<file path="src/glu_pkg.sv">
// ----------------------------------------------------------------------------
// glu_pkg
// Shared types, constants and helper functions of the tracking loop update.
// ----------------------------------------------------------------------------
package glu_pkg;

    localparam int FreqFracBits  = 16;
    localparam int ErrFracBits   = 30;
    localparam int GainFracBits  = 24;
    localparam int ProdShift     = GainFracBits + ErrFracBits - FreqFracBits;
    localparam int CordicSteps   = 32;
    localparam int PrescaleShift = 20;
    localparam int CordicW       = 56;
    localparam int AngleW        = 34;
    localparam int TermW         = 28;
    localparam int AccW          = 50;

    localparam logic [47:0] CodeRateReset = 48'd67043510990;
    localparam logic signed [29:0] Quarter = 30'sd268435456;

    localparam logic [2:0] REG_CARRIER_PROP  = 3'd0;
    localparam logic [2:0] REG_CARRIER_INT   = 3'd1;
    localparam logic [2:0] REG_CODE_PROP     = 3'd2;
    localparam logic [2:0] REG_CODE_INT      = 3'd3;
    localparam logic [2:0] REG_CARRIER_BASIS = 3'd4;
    localparam logic [2:0] REG_CODE_BASIS    = 3'd5;

    typedef enum logic [4:0] {
        ST_IDLE, ST_SQ_EI, ST_SQ_EQ, ST_SQ_LI, ST_SQ_LQ, ST_SUM_L,
        ST_ROOT_E, ST_ROOT_L, ST_DIV, ST_PHASE,
        ST_F0, ST_F1, ST_F2, ST_F3, ST_F4, ST_CLAMP, ST_OUT
    } glu_state_t;

    typedef enum logic {
        ROOT_SQRT,
        ROOT_DIV
    } root_mode_t;

    typedef struct packed {
        logic       start;
        root_mode_t mode;
    } root_ctl_t;

    function automatic logic [29:0] angle_entry(input logic [4:0] k);
        logic [29:0] a;
        case (k)
            5'd0:  a = 30'd536870912;
            5'd1:  a = 30'd316933406;
            5'd2:  a = 30'd167458907;
            5'd3:  a = 30'd85004756;
            5'd4:  a = 30'd42667331;
            5'd5:  a = 30'd21354465;
            5'd6:  a = 30'd10679838;
            5'd7:  a = 30'd5340245;
            5'd8:  a = 30'd2670163;
            5'd9:  a = 30'd1335087;
            5'd10: a = 30'd667544;
            5'd11: a = 30'd333772;
            5'd12: a = 30'd166886;
            5'd13: a = 30'd83443;
            5'd14: a = 30'd41722;
            5'd15: a = 30'd20861;
            5'd16: a = 30'd10430;
            5'd17: a = 30'd5215;
            5'd18: a = 30'd2608;
            5'd19: a = 30'd1304;
            5'd20: a = 30'd652;
            5'd21: a = 30'd326;
            5'd22: a = 30'd163;
            5'd23: a = 30'd81;
            5'd24: a = 30'd41;
            5'd25: a = 30'd20;
            5'd26: a = 30'd10;
            5'd27: a = 30'd5;
            5'd28: a = 30'd3;
            5'd29: a = 30'd1;
            5'd30: a = 30'd1;
            default: a = 30'd0;
        endcase
        return a;
    endfunction

    function automatic logic [31:0] abs32(input logic signed [31:0] v);
        return v[31] ? 32'(-v) : 32'(v);
    endfunction

    function automatic logic signed [TermW-1:0] round_term(input logic [63:0] p,
                                                           input logic neg);
        logic [64:0] s;
        logic [TermW-1:0] r;
        s = {1'b0, p} + (65'd1 << (ProdShift - 1));
        r = TermW'(s >> ProdShift);
        return neg ? -$signed(r) : $signed(r);
    endfunction

    function automatic logic signed [47:0] clamp48(input logic signed [AccW-1:0] v);
        logic signed [AccW-1:0] hi;
        logic signed [AccW-1:0] lo;
        hi = AccW'(48'sh7FFF_FFFF_FFFF);
        lo = -hi - AccW'(1);
        if (v > hi)
            return 48'sh7FFF_FFFF_FFFF;
        else if (v < lo)
            return 48'sh8000_0000_0000;
        else
            return v[47:0];
    endfunction

    function automatic logic [47:0] clamp_u48(input logic signed [AccW-1:0] v);
        if (v < 0)
            return 48'd0;
        else if (v > AccW'(48'hFFFF_FFFF_FFFF))
            return 48'hFFFF_FFFF_FFFF;
        else
            return v[47:0];
    endfunction

endpackage

</file>
<file path="src/glu_mul.sv">
// ----------------------------------------------------------------------------
// glu_mul
// Shared unsigned 32 by 32 multiplier with a registered product and sign.
// ----------------------------------------------------------------------------
module glu_mul
    import glu_pkg::*;
(
    input  logic        clk,
    input  logic [31:0] a,
    input  logic [31:0] b,
    input  logic        neg,
    output logic [63:0] prod_reg,
    output logic        neg_reg
);

    always_ff @(posedge clk)
    begin
        prod_reg <= 64'(a) * 64'(b);
        neg_reg  <= neg;
    end

endmodule

</file>
<file path="config.mk">
export PLATFORM = sky130hd
export DESIGN_NAME = glu_mul
export DESIGN_NICKNAME = d
export VERILOG_FILES = /design/src/glu_pkg.sv /design/src/glu_mul.sv
export SDC_FILE = /design/constraint.sdc
export NUM_CORES = 2
export LEC_CHECK = 0
export ABC_CLOCK_PERIOD_IN_PS = 9300
export BUFFER_PORTS_ARGS = -buffer_cell sky130_fd_sc_hd__buf_2
export CAP_MARGIN = 5
export CELL_PAD_IN_SITES_DETAIL_PLACEMENT = 2
export CELL_PAD_IN_SITES_GLOBAL_PLACEMENT = 2
export CORE_MARGIN = 10
export CORE_UTILIZATION = 35
export CTS_BUF_LIST = sky130_fd_sc_hd__clkbuf_16
export DETAILED_ROUTE_END_ITERATION = 7
export GPL_ROUTABILITY_DRIVEN = 0
export GPL_TIMING_DRIVEN = 0
export HOLD_SLACK_MARGIN = 0.15
export PLACE_DENSITY = 0.81
export SLEW_MARGIN = 5
export SYNTH_ARGS = -nofsm -noshare
export SYNTH_HDL_FRONTEND = slang
export SYNTH_SLANG_ARGS = --single-unit
</file>
<file path="constraint.sdc">
create_clock -name clk -period 9.3 [get_ports clk]
set_input_delay 0.93 -clock clk [delete_from_list [all_inputs] [get_ports clk]]
set_output_delay 0.93 -clock clk [all_outputs]
set_load 0.005 [all_outputs]
</file>
==> Word level (Yosys, flattened, before mapping) <==
Index checks and enable logic that the tools add are counted.
{ "totals": {"regBits": 65, "latchBits": 0, "mem_bits_rw": 0, "rom_bits": 0, "out_inout_bits": 65, "mem_count": 0} }
{ "classes": {"add_sub_neg": 0, "mul": 1, "div_mod_pow": 0, "order_cmp": 0, "n_eq_ne": 0, "shifts": 0, "n_mux": 0, "bitwise": 0, "reduce_logical": 0} }
{ "ops": {"columns": ["operator", "count"], "rows": [
  ["$mul A32 B32 Y64", 1]
]} }

==> Logic depth before layout (Yosys ltp) <==
{ "logic_depth": {"ltp_word": 1, "depth_mapped": 29} }

==> Least setup slack after synthesis <==
No wires, ideal clock.
{ "synth_timing": {"path_kind": "input -> register", "from": "input port a[25]", "to": "register prod_reg[62]", "setup_ps": 72, "arrival_time_ps": 7611, "required_ps": 9228, "path_slack_ps": 1617, "cell_stages": 25, "path_buffers": 2, "path_cell_list": "clkbuf_1 nand2_1 fa_1 inv_1 fa_1 inv_1 fa_1 inv_1 fa_1 fa_1 fa_1 fa_1 inv_1 fa_1 inv_1 ha_1 buf_2 nand4_1 or4_1 or3_1 a31oi_1 a31o_2 a211oi_1 o21ai_1 xor2_1"} }
{ "synth_via": {"elab_chain_len": 1} }
{ "synth_rtl": {"columns": ["item", "line", "rtl"], "rows": [
  ["from (decl)", "glu_mul.sv:9", "input logic [31:0] a,"],
  ["$mul A32 B32 Y64", "glu_mul.sv:18", "prod_reg <= 64'(a) * 64'(b);"],
  ["to (signal assigned)", "glu_mul.sv:18", null],
  ["to (decl)", "glu_mul.sv:12", "output logic [63:0] prod_reg,"]
]} }
Every way passes these cells.

==> Worst setup path after layout <==
{ "layout_timing": {"from": "input port a[26]", "to": "register prod_reg[62]"} }
The elaborated chain is that of the path after synthesis.

==> reports/qor.yml <==
number_of_global_route_vias_before_repair: 34068
ys_dominant_reg_cell: "dfxtp_1"
synth.most_common_cell: "fa_1"
run_status: "completed"
busiest_layer: "met2"
syn_area_per_cell_sq_um: 9.25
setup_repair_after_global_routing_missed_its_margin: "false"
global_route_met2_utilization: 0.479
placeableCoreArea_sq_um: 98400
cts-buffers-inserted: 9
cp_data_required_time_ns: 9.58
layout.nets: 5114
groute.usage.overall: 0.283
max-slew-margin-rel: 0.231
number_of_antenna_violations_at_the_first_check_in_global_routing: 32
hold_path.startpoint: "neg"
clock_path_buffers: 2
max_slew.worst_pin.slew_ns: 1.15
post_synthesis_net_count: 4974
yosysWarnings: 0
start_util: 0.353
drive_gt1_frac: 0.0557
synth.ff_latch_count: 65
seq_area_frac_synth: 0.0375
post_synth_main_area_contributors: "fa_1, and2_1, ha_1"
synth_cells: 3749
grt_first_pass_wirelength_um: 228000
clockRootBuffer: "clkbuf_16"
crit_path_start_kind: "input pin"
die_h_um: 335
tritoncts_clock_tree: "yes"
holdPathEnd: "neg_reg"
critPathMaxFanout: 10
htree_levels: 3
path_class: "input pin to flop"
cts.clk_slew.worst_paths_ns: 0.06
routed_wl_um: 158000
post_cts_hold_buffer_count: 0
grt_util_met3: 0.0512
final_min_period_over_clock_period: 0.996
dp_hpwl_um: 138000
timing.max_cap.violations: 0
cts_setup_buffers: 0
fp-row-count: 115
asyncSetResetFlopFracSynth: 0
number_of_flip_flops_under_the_largest_register_name: 64
hold-path-cell-count: 1
synth_area_leader_cell: "fa_1"
finalSetupViolCount: 0
grt.overflow.total: 0
groute.layer.met1.usage: 0.313
syn_std_cell_area_sq_um: 34700
io_pins: 131
report.final.slew_viol_count: 0
preCtsSetupSlack_ns: -0.590
largest_net_degree_at_the_start_of_global_routing: 12
final_hold_viol_count: 0
timing.final.ws_setup_ns: 0.0390
worst_ep_arrival_time_ns: 9.54
io_buffer_count: 130
number_of_enable_type_register_cells_in_the_synthesized_netlist: 0
synth.cells.most_frequent: "fa_1, inv_1, and2_1, nand2_1, ha_1"
place_area_sq_um: 37000
min-delay-path-class: "input pin to flop"
worstSetupEndpointType: "flop"
route.detailed.vias_per_inst: 5.47
cts_sinks: 65
design.die.area_sq_um: 112000
finished_cell_area_sq_um: 37400
maxClockFrequency_mhz: 108
area_growth_syn_to_layout_pct: 7.68
multi_input_area_sq_um: 29300
seq_area_sq_um: 1300
route.antenna.remaining_nets: 0
chipWidth_um: 335
synth.distinct_cells: 57
num-fill-cells: 11003
drt_iter0_drc: 2214
routedWlPerCell_um: 30.5
synth_top_area_frac: 0.517
via_count: 28396
period_needed_ns: 9.26
firstDrtPassIters: 5
drc_errors: 0
[how the worst max path moves through the flow]
stage,depth (start not counted),startpoint,slack (ns),endpoint
floorplan,25,a[25],1.62,prod_reg[62]
global placement,24,a[24],-0.29,prod_reg[62]
detailed placement,26,a[23],-0.59,prod_reg[62]
CTS,24,b[28],0.01,prod_reg[62]
global route,25,a[26],0.0009,prod_reg[62]
finish,24,a[26],0.04,prod_reg[62]
[routing by layer]
layer	wire length, um	part of all wire
met1	55200	0.35
met2	76200	0.48
met3	11900	0.075
met4	14900	0.094
met5	97	0.00061
[layout make-up]
class                   instances  share of cell area
multi-input cells            2599               0.785
inverters                     865              0.0869
well taps                    1287              0.0431
flip-flops and latches         65              0.0348
plain buffers                 219              0.0241
repair buffers                130              0.0174
clock buffers                   9             0.00603
clock inverters                 6             0.00224
diodes                         11            0.000737
[kinds of logic after synthesis]
logic type,after synthesis,synth area share
compound gates,202,0.0415
xor+xnor,60,0.0151
fa+ha+maj,1159,0.612
buf+inv,1085,0.118
flops,65,0.0375
mux,1,0.000289
simple gates,1177,0.176
[cell usage in the layout, fill, tap and decap left out, types with 3 or more instances in the layout]
| cell | netlist | routed |
|---|---|---|
| fa_1 | 896 | 896 |
| inv_1 | 865 | 865 |
| and2_1 | 602 | 602 |
| nand2_1 | 480 | 480 |
| ha_1 | 263 | 263 |
| clkbuf_1 | 213 | 161 |
| buf_2 | 6 | 137 |
| dfxtp_1 | 65 | 65 |
| a21oi_1 | 63 | 63 |
| clkbuf_2 | 0 | 48 |
| a21o_1 | 40 | 40 |
| xnor2_1 | 35 | 35 |
| xor2_1 | 25 | 25 |
| nand4_1 | 23 | 23 |
| o21ai_0 | 21 | 21 |
| nor2_1 | 20 | 20 |
| and3_1 | 14 | 14 |
| a31oi_1 | 12 | 12 |
| diode_2 | 0 | 11 |
| o21bai_1 | 10 | 10 |
| nand3_1 | 10 | 10 |
| o21a_1 | 9 | 9 |
| clkbuf_16 | 0 | 9 |
| nor3_1 | 7 | 7 |
| o21ai_1 | 5 | 5 |
| a221o_1 | 4 | 4 |
| a211oi_1 | 3 | 3 |
| a221oi_4 | 3 | 3 |
| a21oi_2 | 3 | 3 |
| o31ai_4 | 3 | 3 |
| or3_1 | 3 | 3 |
| o221ai_1 | 3 | 3 |
| or2_2 | 3 | 3 |
| or4_1 | 3 | 3 |
| and4_1 | 3 | 3 |
| a21boi_1 | 3 | 3 |
[timing repair]
action,CTS,global route
pin swaps,0,0
endpoints found under the setup margin,4,10
resized for setup,5,131
[critical path, stage by stage]
cell and delay (ns):
buf_2 0.25, clkbuf_1 0.64, nand2_1 0.20, fa_1 0.57
fa_1 0.57, fa_1 0.57, fa_1 0.52, inv_1 0.06
fa_1 0.69, fa_1 0.48, fa_1 0.51, inv_1 0.05
fa_1 0.48, inv_1 0.04, ha_1 0.26, buf_2 0.20
nand4_1 0.30, or4_1 0.52, or3_1 0.43, a31oi_1 0.48
a31o_2 0.29, a211oi_1 0.11, o21ai_1 0.17, xor2_1 0.20
[per-stage QoR]
step           hold WS [ns]  utilization  TNS, ns  instances
6_report              0.666        0.380        0       5191
5_1_grt               0.644        0.379        0       5180
4_1_cts               0.649        0.379        0       5181
3_5_place_dp           1.04        0.376    -2.95       5166
3_3_place_gp           1.04        0.376   -0.537       5166
2_1_floorplan         0.958            -        0       3749
Power is not shown: default switching activity piles up to over one toggle a cycle in this logic, so the estimate is an artifact.
