==> src/glu_pkg.sv <==
// ----------------------------------------------------------------------------
// glu_pkg
// Shared types, constants and helper functions of the tracking loop update.
// ----------------------------------------------------------------------------
package glu_pkg;

    localparam int FreqFracBits  = 16;
    localparam int ErrFracBits   = 30;
    localparam int GainFracBits  = 24;
    localparam int ProdShift     = GainFracBits + ErrFracBits - FreqFracBits;
    localparam int CordicSteps   = 32;
    localparam int PrescaleShift = 20;
    localparam int CordicW       = 56;
    localparam int AngleW        = 34;
    localparam int TermW         = 28;
    localparam int AccW          = 50;

    localparam logic [47:0] CodeRateReset = 48'd67043510990;
    localparam logic signed [29:0] Quarter = 30'sd268435456;

    localparam logic [2:0] REG_CARRIER_PROP  = 3'd0;
    localparam logic [2:0] REG_CARRIER_INT   = 3'd1;
    localparam logic [2:0] REG_CODE_PROP     = 3'd2;
    localparam logic [2:0] REG_CODE_INT      = 3'd3;
    localparam logic [2:0] REG_CARRIER_BASIS = 3'd4;
    localparam logic [2:0] REG_CODE_BASIS    = 3'd5;

    typedef enum logic [4:0] {
        ST_IDLE, ST_SQ_EI, ST_SQ_EQ, ST_SQ_LI, ST_SQ_LQ, ST_SUM_L,
        ST_ROOT_E, ST_ROOT_L, ST_DIV, ST_PHASE,
        ST_F0, ST_F1, ST_F2, ST_F3, ST_F4, ST_CLAMP, ST_OUT
    } glu_state_t;

    typedef enum logic {
        ROOT_SQRT,
        ROOT_DIV
    } root_mode_t;

    typedef struct packed {
        logic       start;
        root_mode_t mode;
    } root_ctl_t;

    function automatic logic [29:0] angle_entry(input logic [4:0] k);
        logic [29:0] a;
        case (k)
            5'd0:  a = 30'd536870912;
            5'd1:  a = 30'd316933406;
            5'd2:  a = 30'd167458907;
            5'd3:  a = 30'd85004756;
            5'd4:  a = 30'd42667331;
            5'd5:  a = 30'd21354465;
            5'd6:  a = 30'd10679838;
            5'd7:  a = 30'd5340245;
            5'd8:  a = 30'd2670163;
            5'd9:  a = 30'd1335087;
            5'd10: a = 30'd667544;
            5'd11: a = 30'd333772;
            5'd12: a = 30'd166886;
            5'd13: a = 30'd83443;
            5'd14: a = 30'd41722;
            5'd15: a = 30'd20861;
            5'd16: a = 30'd10430;
            5'd17: a = 30'd5215;
            5'd18: a = 30'd2608;
            5'd19: a = 30'd1304;
            5'd20: a = 30'd652;
            5'd21: a = 30'd326;
            5'd22: a = 30'd163;
            5'd23: a = 30'd81;
            5'd24: a = 30'd41;
            5'd25: a = 30'd20;
            5'd26: a = 30'd10;
            5'd27: a = 30'd5;
            5'd28: a = 30'd3;
            5'd29: a = 30'd1;
            5'd30: a = 30'd1;
            default: a = 30'd0;
        endcase
        return a;
    endfunction

    function automatic logic [31:0] abs32(input logic signed [31:0] v);
        return v[31] ? 32'(-v) : 32'(v);
    endfunction

    function automatic logic signed [TermW-1:0] round_term(input logic [63:0] p,
                                                           input logic neg);
        logic [64:0] s;
        logic [TermW-1:0] r;
        s = {1'b0, p} + (65'd1 << (ProdShift - 1));
        r = TermW'(s >> ProdShift);
        return neg ? -$signed(r) : $signed(r);
    endfunction

    function automatic logic signed [47:0] clamp48(input logic signed [AccW-1:0] v);
        logic signed [AccW-1:0] hi;
        logic signed [AccW-1:0] lo;
        hi = AccW'(48'sh7FFF_FFFF_FFFF);
        lo = -hi - AccW'(1);
        if (v > hi)
            return 48'sh7FFF_FFFF_FFFF;
        else if (v < lo)
            return 48'sh8000_0000_0000;
        else
            return v[47:0];
    endfunction

    function automatic logic [47:0] clamp_u48(input logic signed [AccW-1:0] v);
        if (v < 0)
            return 48'd0;
        else if (v > AccW'(48'hFFFF_FFFF_FFFF))
            return 48'hFFFF_FFFF_FFFF;
        else
            return v[47:0];
    endfunction

endpackage

==> src/glu_root.sv <==
// ----------------------------------------------------------------------------
// glu_root
// Digit-serial unit for the integer square root and the envelope division.
// ----------------------------------------------------------------------------
module glu_root
    import glu_pkg::*;
(
    input  logic        clk,
    input  logic        rst_n,
    input  root_ctl_t   ctl,
    input  logic [63:0] operand,
    input  logic [32:0] divisor,
    output logic        done,
    output logic [31:0] result
);

    logic [63:0] v_reg, res_reg, one_reg;
    logic [32:0] den_reg;
    root_mode_t  mode_reg;
    logic [4:0]  cnt_reg;
    logic        busy_reg, done_reg;
    logic [63:0] a_op, b_op;
    logic [64:0] diff;
    logic        ge;

    always_comb
    begin
        if (mode_reg == ROOT_SQRT)
        begin
            a_op = v_reg;
            b_op = res_reg + one_reg;
        end
        else
        begin
            a_op = {v_reg[62:0], one_reg[63]};
            b_op = 64'(den_reg);
        end
        diff = {1'b0, a_op} - {1'b0, b_op};
        ge   = !diff[64];
    end

    always_ff @(posedge clk or negedge rst_n)
    begin
        if (!rst_n)
        begin
            busy_reg <= 1'b0;
            done_reg <= 1'b0;
            cnt_reg  <= '0;
            mode_reg <= ROOT_SQRT;
        end
        else if (ctl.start)
        begin
            busy_reg <= 1'b1;
            done_reg <= 1'b0;
            mode_reg <= ctl.mode;
            cnt_reg  <= (ctl.mode == ROOT_SQRT) ? 5'd31 : 5'd30;
        end
        else if (busy_reg)
        begin
            cnt_reg <= cnt_reg - 5'd1;
            if (cnt_reg == 5'd0)
            begin
                busy_reg <= 1'b0;
                done_reg <= 1'b1;
            end
        end
        else
        begin
            done_reg <= 1'b0;
        end
    end

    always_ff @(posedge clk)
    begin
        if (ctl.start)
        begin
            res_reg <= '0;
            den_reg <= divisor;
            if (ctl.mode == ROOT_SQRT)
            begin
                v_reg   <= operand;
                one_reg <= 64'd1 << 62;
            end
            else
            begin
                v_reg   <= operand >> 31;
                one_reg <= operand << 33;
            end
        end
        else if (busy_reg)
        begin
            if (mode_reg == ROOT_SQRT)
            begin
                if (ge)
                begin
                    v_reg   <= diff[63:0];
                    res_reg <= (res_reg >> 1) + one_reg;
                end
                else
                begin
                    res_reg <= res_reg >> 1;
                end
                one_reg <= one_reg >> 2;
            end
            else
            begin
                v_reg   <= ge ? diff[63:0] : a_op;
                res_reg <= {res_reg[62:0], ge};
                one_reg <= one_reg << 1;
            end
        end
    end

    assign done   = done_reg;
    assign result = res_reg[31:0];

endmodule

==> config.mk <==
export PLATFORM = sky130hd
export DESIGN_NAME = glu_root
export DESIGN_NICKNAME = d
export VERILOG_FILES = /design/src/glu_pkg.sv /design/src/glu_root.sv
export SDC_FILE = /design/constraint.sdc
export NUM_CORES = 1
export LEC_CHECK = 0
export BUFFER_PORTS_ARGS = -buffer_cell sky130_fd_sc_hd__buf_4
export CAP_MARGIN = 10
export CORE_UTILIZATION = 40
export DETAILED_ROUTE_END_ITERATION = 6
export HOLD_SLACK_MARGIN = 0.08
export SYNTH_ARGS = -nofsm -noshare
export SYNTH_HDL_FRONTEND = slang
export SYNTH_SLANG_ARGS = --single-unit
==> constraint.sdc <==
create_clock -name clk -period 16.14 [get_ports clk]
set_input_delay 1.614 -clock clk [delete_from_list [all_inputs] [get_ports clk]]
set_output_delay 1.614 -clock clk [all_outputs]
set_load 0.02 [all_outputs]
After elaboration in Yosys (flattened, before gate mapping)
Cells that the tools add are included.
{"block": "word_totals", "regBits": 233, "in_bits": 101, "wordCells": 41}
{"block": "op_classes", "n_addsub": 4, "eq_ne": 2, "n_mux": 23, "n_reduce_logical": 4}
{"cell": "$mux W64", "count": 14}
{"cell": "$sub A64 B64 Y65", "count": 1}
{"cell": "$add A63 B64 Y64", "count": 1}
{"cell": "$add A64 B64 Y64", "count": 1}
{"cell": "$mux W5", "count": 2}
{"cell": "$mux W1", "count": 7}
{"cell": "$logic_not A5 Y1", "count": 1}
{"cell": "$sub A5 B1 Y5 const B", "count": 1}
{"cell": "$ne A3 B2 Y1 const B", "count": 1}
{"cell": "$ne A3 B3 Y1 const B", "count": 1}
{"cell": "$reduce_and A2 Y1", "count": 1}
{"cell": "$reduce_bool A2 Y1", "count": 1}
{"cell": "$logic_not A1 Y1", "count": 1}

Longest topological paths before layout
Gate-level depths: netlist (run 1).
{"block": "logic_depth", "word_depth": 7, "ltp_mapped": 28, "depth_no_buf": 26}

Worst setup path before layout (run 1)
OpenSTA, ideal clock, no wires.
{"block": "synth_timing", "path_kind": "reg-to-reg", "startpoint": "register res_reg[0]", "endpoint": "register v_reg[0] (enable)", "arrival_ns": 6.097, "slack_ns": 9.350, "stages_incl_launch_ff": 26, "path_cell_list": "dfxtp_1 > ha_1 > inv_1 > fa_1 > and2b_1 > o211ai_1 > a31o_1 > o31ai_2 > a41o_1 > a21oi_2 > o41a_1 > o21ai_2 > nand3_1 > a211oi_1 > a31oi_1 > ha_1 > and2_1 > nand3_1 > o21ai_0 > a211o_1 > a31oi_1 > o211ai_2 > buf_4 > buf_2 > o21ai_0 > nand2_1"}
{"block": "synth_between", "elab_chain_cells": 5}
{"element": "start: declaration", "line_no": "glu_root.sv:17", "source": "logic [63:0] v_reg, res_reg, one_reg;"}
{"element": "start signal: assignment", "line_no": "glu_root.sv:97", "source": "res_reg <= (res_reg >> 1) + one_reg;"}
{"element": "start signal: assignment", "line_no": "glu_root.sv:101", "source": "res_reg <= res_reg >> 1;"}
{"element": "start signal: assignment", "line_no": "glu_root.sv:108", "source": "res_reg <= {res_reg[62:0], ge};"}
{"element": "$add A64 B64 Y64", "line_no": "glu_root.sv:31", "source": "b_op = res_reg + one_reg;"}
{"element": "$mux W64", "line_no": "glu_root.sv:28", "source": "if (mode_reg == ROOT_SQRT)"}
{"element": "$sub A64 B64 Y65", "line_no": "glu_root.sv:38", "source": "diff = {1'b0, a_op} - {1'b0, b_op};"}
{"element": "$ne A3 B3 Y1 (no line)"}
{"element": "$reduce_and A2 Y1 (no line)"}
{"element": "end signal: assignment", "line_no": "glu_root.sv:81", "source": "v_reg <= operand;"}
{"element": "end signal: assignment", "line_no": "glu_root.sv:86", "source": "v_reg <= operand >> 31;"}
{"element": "end signal: assignment", "line_no": "glu_root.sv:96", "source": "v_reg <= diff[63:0];"}
{"element": "end: declaration", "line_no": "glu_root.sv:17"}
No other way between the ends.
A chain may end at the register's enable or synchronous reset.

Worst setup path after layout (run 1)
{"block": "layout_timing", "startpoint": "register one_reg[1]", "endpoint": "register res_reg[63]"}
{"block": "layout_between", "elab_chain_cells": 5}
{"element": "start: declaration", "line_no": "glu_root.sv:17"}
{"element": "start signal: assignment", "line_no": "glu_root.sv:82", "source": "one_reg <= 64'd1 << 62;"}
{"element": "start signal: assignment", "line_no": "glu_root.sv:87", "source": "one_reg <= operand << 33;"}
{"element": "start signal: assignment", "line_no": "glu_root.sv:103", "source": "one_reg <= one_reg >> 2;"}
{"element": "$add A64 B64 Y64", "line_no": "glu_root.sv:31"}
{"element": "$mux W64", "line_no": "glu_root.sv:28"}
{"element": "$sub A64 B64 Y65", "line_no": "glu_root.sv:38"}
{"element": "$mux W64 *", "line_no": "glu_root.sv:94", "source": "if (ge)"}
{"element": "$mux W64 *", "line_no": "glu_root.sv:92", "source": "if (mode_reg == ROOT_SQRT)"}
Mark *: on every way between the ends. The rest lies on a longest branch, timed or not.

==> results of run 1 <==
## worst max-delay path: stages, from the launching register on
cell and delay (ps):
edfxtp_1 470, ha_1 310, a21oi_1 250, o211ai_2 170, a22oi_2 330, a31oi_1 200
a31oi_1 360, o21ai_1 240, a2111oi_0 770, a211o_1 280, xnor2_1 170, nand2_1 80
ha_1 420, nand2_1 90, nor3_1 320, nand4_1 170, nor3_1 230, a31oi_1 340
o211ai_4 790, buf_4 630, nand3_1 700, nor4bb_1 440, or3_1 140
## layout make-up
class                           count  area [µm²]
Clock buffer                       36       793.3
Clock inverter                     20       222.7
Fill cell                        5884       32860
Inverter                           73       274.0
Multi-Input combinational cell   2445       16290
Sequential cell                   233        6321
Tap cell                          773       967.2
Timing Repair Buffer              156        1175
## cells in the final DEF, fill, tap and decap left out, drive strengths merged, types with 12 or more instances in the layout
cell type and instances:
dfxtp 64, nand3 53, xnor2 99, inv 74
buf 156, xor2 79, a21boi 12, ha 199
edfxtp 161, mux2 64, o21ai 252, clkbuf 36
o22ai 14, nand2b 35, and3 24, nand4 48
o21a 20, nor3 32, clkinv 13, o31ai 23
a21oi 372, nor2 237, mux2i 115, a31oi 35
nor2b 26, o211ai 24, or3 15, o21bai 44
and2 12, nand2 324, a21o 92, a211oi 56
## layer usage
metal,track usage [%],up-vias
met5,0,-
met4,9.993,0
met3,4.213,155
met2,46.22,752
met1,34.10,10920
li1,-,10880
## metrics by stage
| step | utilization, % | instance area [µm²] | total power, µW | hold slack (ps) | std cells |
|---|---|---|---|---|---|
| after floorplan | - | 23810 | 3514 | 468.2 | 2957 |
| after global placement | 42.49 | 25030 | 4343 | 493.3 | 3680 |
| after CTS | 44.21 | 26040 | 5083 | 521.9 | 3736 |
| after global routing | 44.21 | 26040 | 5496 | 537.1 | 3736 |
| final | 44.21 | 26040 | 5104 | 518.1 | 3736 |
| after detailed placement | 42.49 | 25030 | 4352 | 510.9 | 3680 |
## where the power goes
part,switching [µW],internal [µW]
combinational,2060,1280
clock,295,414
sequential,194,863
total,2550,2550
## final timing paths
check | endpoint | slack, ps | cells past startpoint
max | res_reg[63] | 8170 | 22
min | done | 520 | 2
max reg2reg | res_reg[63] | 8170 | 22
min reg2reg | done | 520 | 2
max in group asynchronous | busy_reg | 15160 | 1
min in group asynchronous | mode_reg | 820 | 1
## logic make-up (layout without fill, tap and decap cells)
family | after synthesis | in the layout
buffers and inverters | 279 | 285
XOR/XNOR | 178 | 178
multiplexers | 179 | 179
flip-flops | 233 | 233
AND/OR/NAND/NOR | 836 | 836
adder cells (fa/ha/maj) | 202 | 202
AO/OA/AOI/OAI | 1050 | 1050
==> flow_summary.yaml, run 1 <==
setup_path:
  critical_path_sink_type: "flip-flop"
  timing.rr.start: "one_reg[1]"
  critical_path_peak_fanout: 55
  start_kind: "flip-flop"
  timing.setup.critical_path_class: "reg2reg"
  worst_setup_path_startpoint: "one_reg[1]"
  worstPathArrival_ps: 8520
  timing.critical_path.required_ps: 16690
final_layout:
  antenna_cells_inserted: 0
  drive_above_1_share_pct: 10.33
  area_delta_synth_final_pct: 9.397
  num-nets-final: 3242
yosys:
  synth_compound_gate_area_share_pct: 27.36
  synthMuxAreaShare_pct: 7.863
  synth_cells: 2957
  syn-mean-instance-area_um2: 8.051
  postSynthNetCount: 3260
  synth_ff_type: "edfxtp_1"
  synth.yosys.seq_area_share_pct: 26.53
  synth_top_family_by_area: "compound AO/OA/AOI/OAI gates"
  ys_warn_count: 0
  synth_area_mm2: 0.02381
  yosys.cell_types.count: 92
  synth-adder-area-share_pct: 10.71
  synth_enable_flop_cells: 161
  postSynthRegisterBits: 233
  yosys.cell_count.top_type: "a21oi_1"
  synth_top_cell_by_area: "edfxtp_1"
  synth_xor_xnor_area_share_pct: 6.549
  postSynth.asyncResetShare_pct: 3.433
  post_synth_and_or_nand_nor_area_fraction_pct: 15.85
  synthTopCellsByArea: "edfxtp_1 (20%), ha_1 (10%), a21oi_1 (7.8%)"
  synth.top_cells.by_count: "a21oi_1 (369), nand2_1 (324), nor2_1 (237)"
  synthDominantCellAreaShare_pct: 20.31
floorplanning:
  total_die_area_mm2: 0.06050
  coreArea_mm2: 0.05891
  std_cell_rows: 89
  floorplan.initialDensity_pct: 40.41
  die_height_um: 246.0
  io_pins: 134
  chipWidth_um: 246.0
detailed_routing:
  drt_first_iter_violations: 1896
  ant_nets: 0
  detail_route.wirelength_mm: 83.76
  topRoutingLayerUsed: "met4"
  drt_drc_violations_left: 0
  drtPass1Iterations: 5
  wl_met2_mm: 40.27
  wl_met1_mm: 34.98
  drt-wirelength-per-cell_um: 22.42
  routed_via_density: 6.078
  detailroute.via_count: 22710
  wl_met3_mm: 5.120
clock_network:
  clkSlewWorstSetupHoldPaths_ps: 60
  post-cts-setup-buffer-count: 0
  hold_bufs_at_cts: 0
  htree_levels: 1
  cts.path.max_buffers: 3
  cts_resized: 0
  clk_root_buf: "clkbuf_16"
  cts_buffers: 30
  worst_skew_pair_latency_ps: 610
  cts_num_sinks: 233
  tritoncts: "yes"
sta:
  final.min_clock_period_ps: 7969
  period_utilization_pct: 49.38
  totalNegativeSetupSlack_ps: 0
  fmaxAchievable_mhz: 125.5
  finalMaxSlewViolations: 0
  rsz0062_at_grt: "no"
  finalSetupViolCount: 0
  maxSlewHeadroom_pct: 33.73
  hold_violations: 0
  clock_skew_ps: 20.78
  tightest_slew_ps: 994.0
  final_critical_path_setup_slack_ps: 8171
grt:
  pin_count_of_the_biggest_net_entering_global_routing: 87
  grt_pass1_wl_mm: 128.6
  track_usage_pct: 27.06
  first_global_vias: 22210
  antenna_found_initial: 0
  grt_overflow_total: 0
placement:
  routabilityCongestion: 1.051
  port-buffer-count: 133
  detailedPlacementHpwl_mm: 64.47
  dp_worst_setup_slack_ps: 8315
power:
  power.density_mw_per_mm2: 196.0
  ir_drop_mv: 0.1180
  total_leakage_power_uw: 0.01087
hold_path:
  hold_path.startpoint: "done"
  worstHoldPathType: "reg2reg"
job:
  maxCapViolCount: 0
run_status:
  outcome: "complete, no violations"
No activity file was read; power rests on OpenSTA's default activity.
==> inputs of run 2 (changes only) <==
- clock period: 16.14 -> 6.46 ns (I/O delays scaled with it)
==> run 2 against run 1 <==
Net effect: critical endpoint is now v_reg[40]; cell area up 3.9%; fmax up 27%; largest power group unchanged; highest routed layer is now met5; die area unchanged; critical path depth up 7; total power rose to 2.6 times the previous value; count of clock-buffer cells in the layout unchanged; routed wire length up 3.6%; setup slack worse by 8000 ps; combinational power rose to 2.7 times the previous value; sequential power up 150%.
==> flow_summary.yaml, run 2 (synthesized netlist as in run 1, its figures left out) <==
run_status:
  outcome: "complete, no violations"
detailed_routing:
  detailroute.via_count: 23040
  drt_drc_violations_left: 0
  drt_first_iter_violations: 1668
  routed_via_density: 6.020
  ant_nets: 0
  drt-wirelength-per-cell_um: 22.68
  detail_route.wirelength_mm: 86.78
  drtPass1Iterations: 6
final_layout:
  drive_above_1_share_pct: 13.82
  antenna_cells_inserted: 0
  area_delta_synth_final_pct: 13.70
  sequential_cell_area_mm2: 0.006322
  num-fill-cells: 5849
  multi_input_comb_area_mm2: 0.01647
  most_common_cell_after_layout_fill_and_taps_aside: "a21oi_1"
  num-nets-final: 3332
  most-common-layout-cells: "a21oi_1 (369), nand2_1 (323), buf_4 (234)"
placement:
  routabilityCongestion: 1.046
  dp_worst_setup_slack_ps: 8.387
  port-buffer-count: 133
  detailedPlacementHpwl_mm: 66.74
grt:
  grt_overflow_total: 0
  first_global_vias: 22070
  track_usage_pct: 27.72
  pin_count_of_the_biggest_net_entering_global_routing: 71
  antenna_found_initial: 2
  grt_pass1_wl_mm: 130.6
floorplanning:
  die_height_um: 246.0
  io_pins: 134
  floorplan.initialDensity_pct: 40.41
  std_cell_rows: 89
  chipWidth_um: 246.0
  coreArea_mm2: 0.05891
  total_die_area_mm2: 0.06050
setup_path:
  timing.rr.start: "one_reg[0]"
  critical_path_peak_fanout: 23
  critical_path_sink_type: "flip-flop"
  reg2reg_to: "v_reg[40]"
  timing.setup.critical_path_class: "reg2reg"
  r2r_setup_slack_ps: 170
  timing.critical_path.slowest_cell_delay_ps: 390
  timing.critical_path.required_ps: 6870
  reg2regPathDepth: 29
  worstPathArrival_ps: 6700
  worst_path_max_delay_cell: "a21boi_0"
  start_kind: "flip-flop"
sta:
  clock_skew_ps: 26.52
  tightest_slew_ps: 1256
  final_critical_path_setup_slack_ps: 166.1
  period_utilization_pct: 97.43
  final.min_clock_period_ps: 6294
  rsz0062_at_grt: "yes"
  totalNegativeSetupSlack_ps: 0
  finalSetupViolCount: 0
  hold_violations: 0
  finalMaxSlewViolations: 0
  fmaxAchievable_mhz: 158.9
  maxSlewHeadroom_pct: 15.98
clock_network:
  cts_buffers: 31
  htree_levels: 1
  tritoncts: "yes"
  worst_skew_pair_latency_ps: 610
  clkSlewWorstSetupHoldPaths_ps: 70
  clk_root_buf: "clkbuf_16"
  cts.path.max_buffers: 3
  cts_num_sinks: 233
power:
  ir_drop_mv: 0.3101
  total_leakage_power_uw: 0.01141
  power.density_mw_per_mm2: 499.5
hold_path:
  worstHoldPathType: "in2reg"
  hold_depth: 1
  hold_path.startpoint: "divisor[24]"
  worstHoldEndpoint: "den_reg[24]"
job:
  maxCapViolCount: 0
-- run 2: worst max-delay path, delay by kind of cell, from the launching register on --
| family | cells | cell delay, ps |
|---|---|---|
| AOI/OAI and AO/OA | 14 | 3000 |
| and+or+nand+nor | 5 | 850 |
| DFF | 1 | 370 |
| adders and majority gates | 3 | 760 |
| buffers and inverters | 6 | 900 |
| xor gates and xnor gates | 1 | 210 |
-- run 2: stage by stage --
stage / utilization (%) / area, µm² / cells / total power [µW] / hold slack [ps]
floorplan: - / 23810 / 2957 / 8777 / 350.4
CTS: 45.38 / 26730 / 3811 / 13220 / 187.1
global placement: 43.53 / 25640 / 3752 / 11250 / 493.4
global route: 45.95 / 27070 / 3827 / 14490 / 192.7
detailed placement: 43.53 / 25640 / 3752 / 11280 / 492.5
finish: 45.95 / 27070 / 3827 / 13520 / 213.9
-- run 2: how the worst max path moves through the flow --
| stage | slack [ps] | to | cells after the start | start |
|---|---|---|---|---|
| floorplan | 260 | v_reg[0] | 25 | res_reg[0] |
| global placement | 90 | v_reg[59] | 28 | one_reg[0] |
| detailed placement | 8 | v_reg[59] | 28 | one_reg[0] |
| CTS | 20 | v_reg[59] | 28 | one_reg[0] |
| global route | -90 | v_reg[59] | 30 | one_reg[0] |
| finish | 170 | v_reg[40] | 29 | one_reg[0] |
-- run 2: cell type report --
type	instances	share of cell area (%)
clock inverters	22	0.9430
clock buffers	36	3.009
inverters	73	1.012
well taps	773	3.573
flip-flops and latches	233	23.36
multi-input cells	2445	60.85
repair buffers	245	7.252
-- run 2: metal layers --
metal	global-route usage, %	wire, µm	part of all wire (%)	vias to the layer above
met4	10.71	3571	4.1	4
met3	3.427	4639	5.3	154
met2	46.84	41370	48	689
li1	-	-	-	11070
met5	0	21	0.024	-
met1	35.73	37180	43	11120
-- run 2: repair_timing --
action	4_1_cts	5_1_grt
cloned	0	1
pin swaps	1	20
setup buffers	0	15
hold buffers	1	0
gates resized for setup	2	37
setup endpoints to repair	6	192
endpoints found under the hold margin	8	0
-- run 2: report_power, final --
part,switching [µW],internal [µW],total (µW)
clock network,764,1100,1870
logic,5430,3630,9060
registers,440,2160,2600
==> inputs of run 3 (changes only) <==
- BUFFER_PORTS_ARGS: -buffer_cell sky130_fd_sc_hd__buf_4 -> -buffer_cell sky130_fd_sc_hd__buf_2
- PLACE_DENSITY: not set -> 0.67
==> run 3 against run 2 <==
Net effect: register-to-register slack better by 30 ps; setup slack better by 29 ps; combinational power about the same; cell area down 1.3%; global-route usage down 2.1 points; critical path type unchanged; largest power group unchanged.
==> flow_summary.yaml, run 3 (synthesized netlist as in run 1, its figures left out) <==
setup_path:
  timing.rr.start: "one_reg[0]"
  critical_path_peak_fanout: 8
  critical_path_sink_type: "flip-flop"
  reg2reg_to: "v_reg[59]"
  crit_family: "compound AO/OA/AOI/OAI gates"
  worstPathArrival_ps: 6570
  critPathBufInv: 4
  reg2regPathDepth: 29
  start_kind: "flip-flop"
  cp_num_cells: 29
  timing.critical_path.required_ps: 6770
  timing.critical_path.slowest_cell_delay_ps: 420
  worst_path_max_delay_cell: "ha_1"
  timing.setup.critical_path_class: "reg2reg"
  r2r_setup_slack_ps: 190
final_layout:
  most_common_cell_after_layout_fill_and_taps_aside: "a21oi_1"
  fin_cells: 3826
  num-nets-final: 3336
  drive_above_1_share_pct: 13.95
  antenna_cells_inserted: 0
  utilization_pct: 45.34
  num-fill-cells: 5822
  area_delta_synth_final_pct: 12.20
  most-common-layout-cells: "a21oi_1 (368), nand2_1 (323), nor2_1 (233)"
run_status:
  outcome: "complete, no violations"
sta:
  final_critical_path_setup_slack_ps: 194.9
  period_utilization_pct: 96.98
  clock_skew_ps: 21.27
  maxSlewHeadroom_pct: 30.79
  final.min_clock_period_ps: 6265
  hold_violations: 0
  fmaxAchievable_mhz: 159.6
  finalMaxSlewViolations: 0
  finalSetupViolCount: 0
  final_hold_slack_ps: 235.2
  tightest_slew_ps: 1038
detailed_routing:
  drt_drc_violations_left: 0
  detail_route.wirelength_mm: 81.52
  ant_nets: 0
  drtPass1Iterations: 7
  routed_via_density: 6.077
  drt-wirelength-per-cell_um: 21.31
  drt_first_iter_violations: 1986
  detailroute.via_count: 23250
clock_network:
  clk_root_buf: "clkbuf_16"
  clkSlewWorstSetupHoldPaths_ps: 70
  cts_buffers: 27
  tritoncts: "yes"
  worst_skew_pair_latency_ps: 580
  cts.path.max_buffers: 3
  htree_levels: 1
  cts_num_sinks: 233
grt:
  grt_pass1_wl_mm: 122.3
  pin_count_of_the_biggest_net_entering_global_routing: 118
  grt_overflow_total: 0
  antenna_found_initial: 1
  first_global_vias: 21460
  track_usage_pct: 25.66
floorplanning:
  floorplan.initialDensity_pct: 40.41
  chipWidth_um: 246.0
  die_height_um: 246.0
  total_die_area_mm2: 0.06050
  std_cell_rows: 89
  io_pins: 134
  coreArea_mm2: 0.05891
placement:
  place_inst: 3753
  routabilityCongestion: 0.9798
  dp_worst_setup_slack_ps: -21.57
  port-buffer-count: 133
  detailedPlacementHpwl_mm: 61.64
hold_path:
  hold_path.startpoint: "divisor[2]"
  worstHoldEndpoint: "den_reg[2]"
  worstHoldPathType: "in2reg"
  hold_depth: 1
power:
  ir_drop_mv: 0.3355
  power.density_mw_per_mm2: 495.3
  total_leakage_power_uw: 0.01130
  p_total_uw: 13230
job:
  maxCapViolCount: 0
[run 3: worst max path at each step]
stage / start / to / slack (ps)
final: one_reg[0] / v_reg[59] / 190
after global routing: one_reg[0] / v_reg[59] / -130
after CTS: one_reg[0] / v_reg[59] / 20
after detailed placement: one_reg[0] / v_reg[59] / -20
after global placement: one_reg[0] / v_reg[59] / 50
after floorplan: res_reg[0] / v_reg[0] / 260
[run 3: power by group]
part	switching, µW	internal (µW)	total [µW]
sequential	436	2150	2590
combinational	5380	3650	9030
clock	694	915	1610
[run 3: final cells by class]
type                    instances  area [µm²]  area share, %
clock buffers                  34       763.2          2.857
well taps                     773       967.2          3.621
repair buffers                253        1777          6.652
clock inverters                15       140.1         0.5246
multi-input cells            2445       16470          61.65
inverters                      73       274.0          1.026
flip-flops and latches        233        6322          23.67
[run 3: layer usage]
layer	GRT usage (%)	up-vias	share of wire (%)
li1	-	11070	-
met4	9.225	2	3.8
met3	3.438	174	7.2
met2	42.93	960	47
met5	0	-	0.016
met1	33.53	11050	42
[run 3: timing repair]
item | 4_1_cts | 5_1_grt
endpoints found under the setup margin | 63 | 192
hold buffers | 1 | 0
hold endpoints to repair | 8 | 0
gates cloned | 0 | 3
pin swaps | 1 | 28
buffers inserted | 2 | 18
gates resized for setup | 1 | 43
[run 3: metrics by stage]
stage          instance area, µm²  setup TNS, ps
3_5_place_dp                25370         -59.17
4_1_cts                     26310              0
6_report                    26710              0
5_1_grt                     26710          -6147
2_1_floorplan               23810              0
3_3_place_gp                25370              0
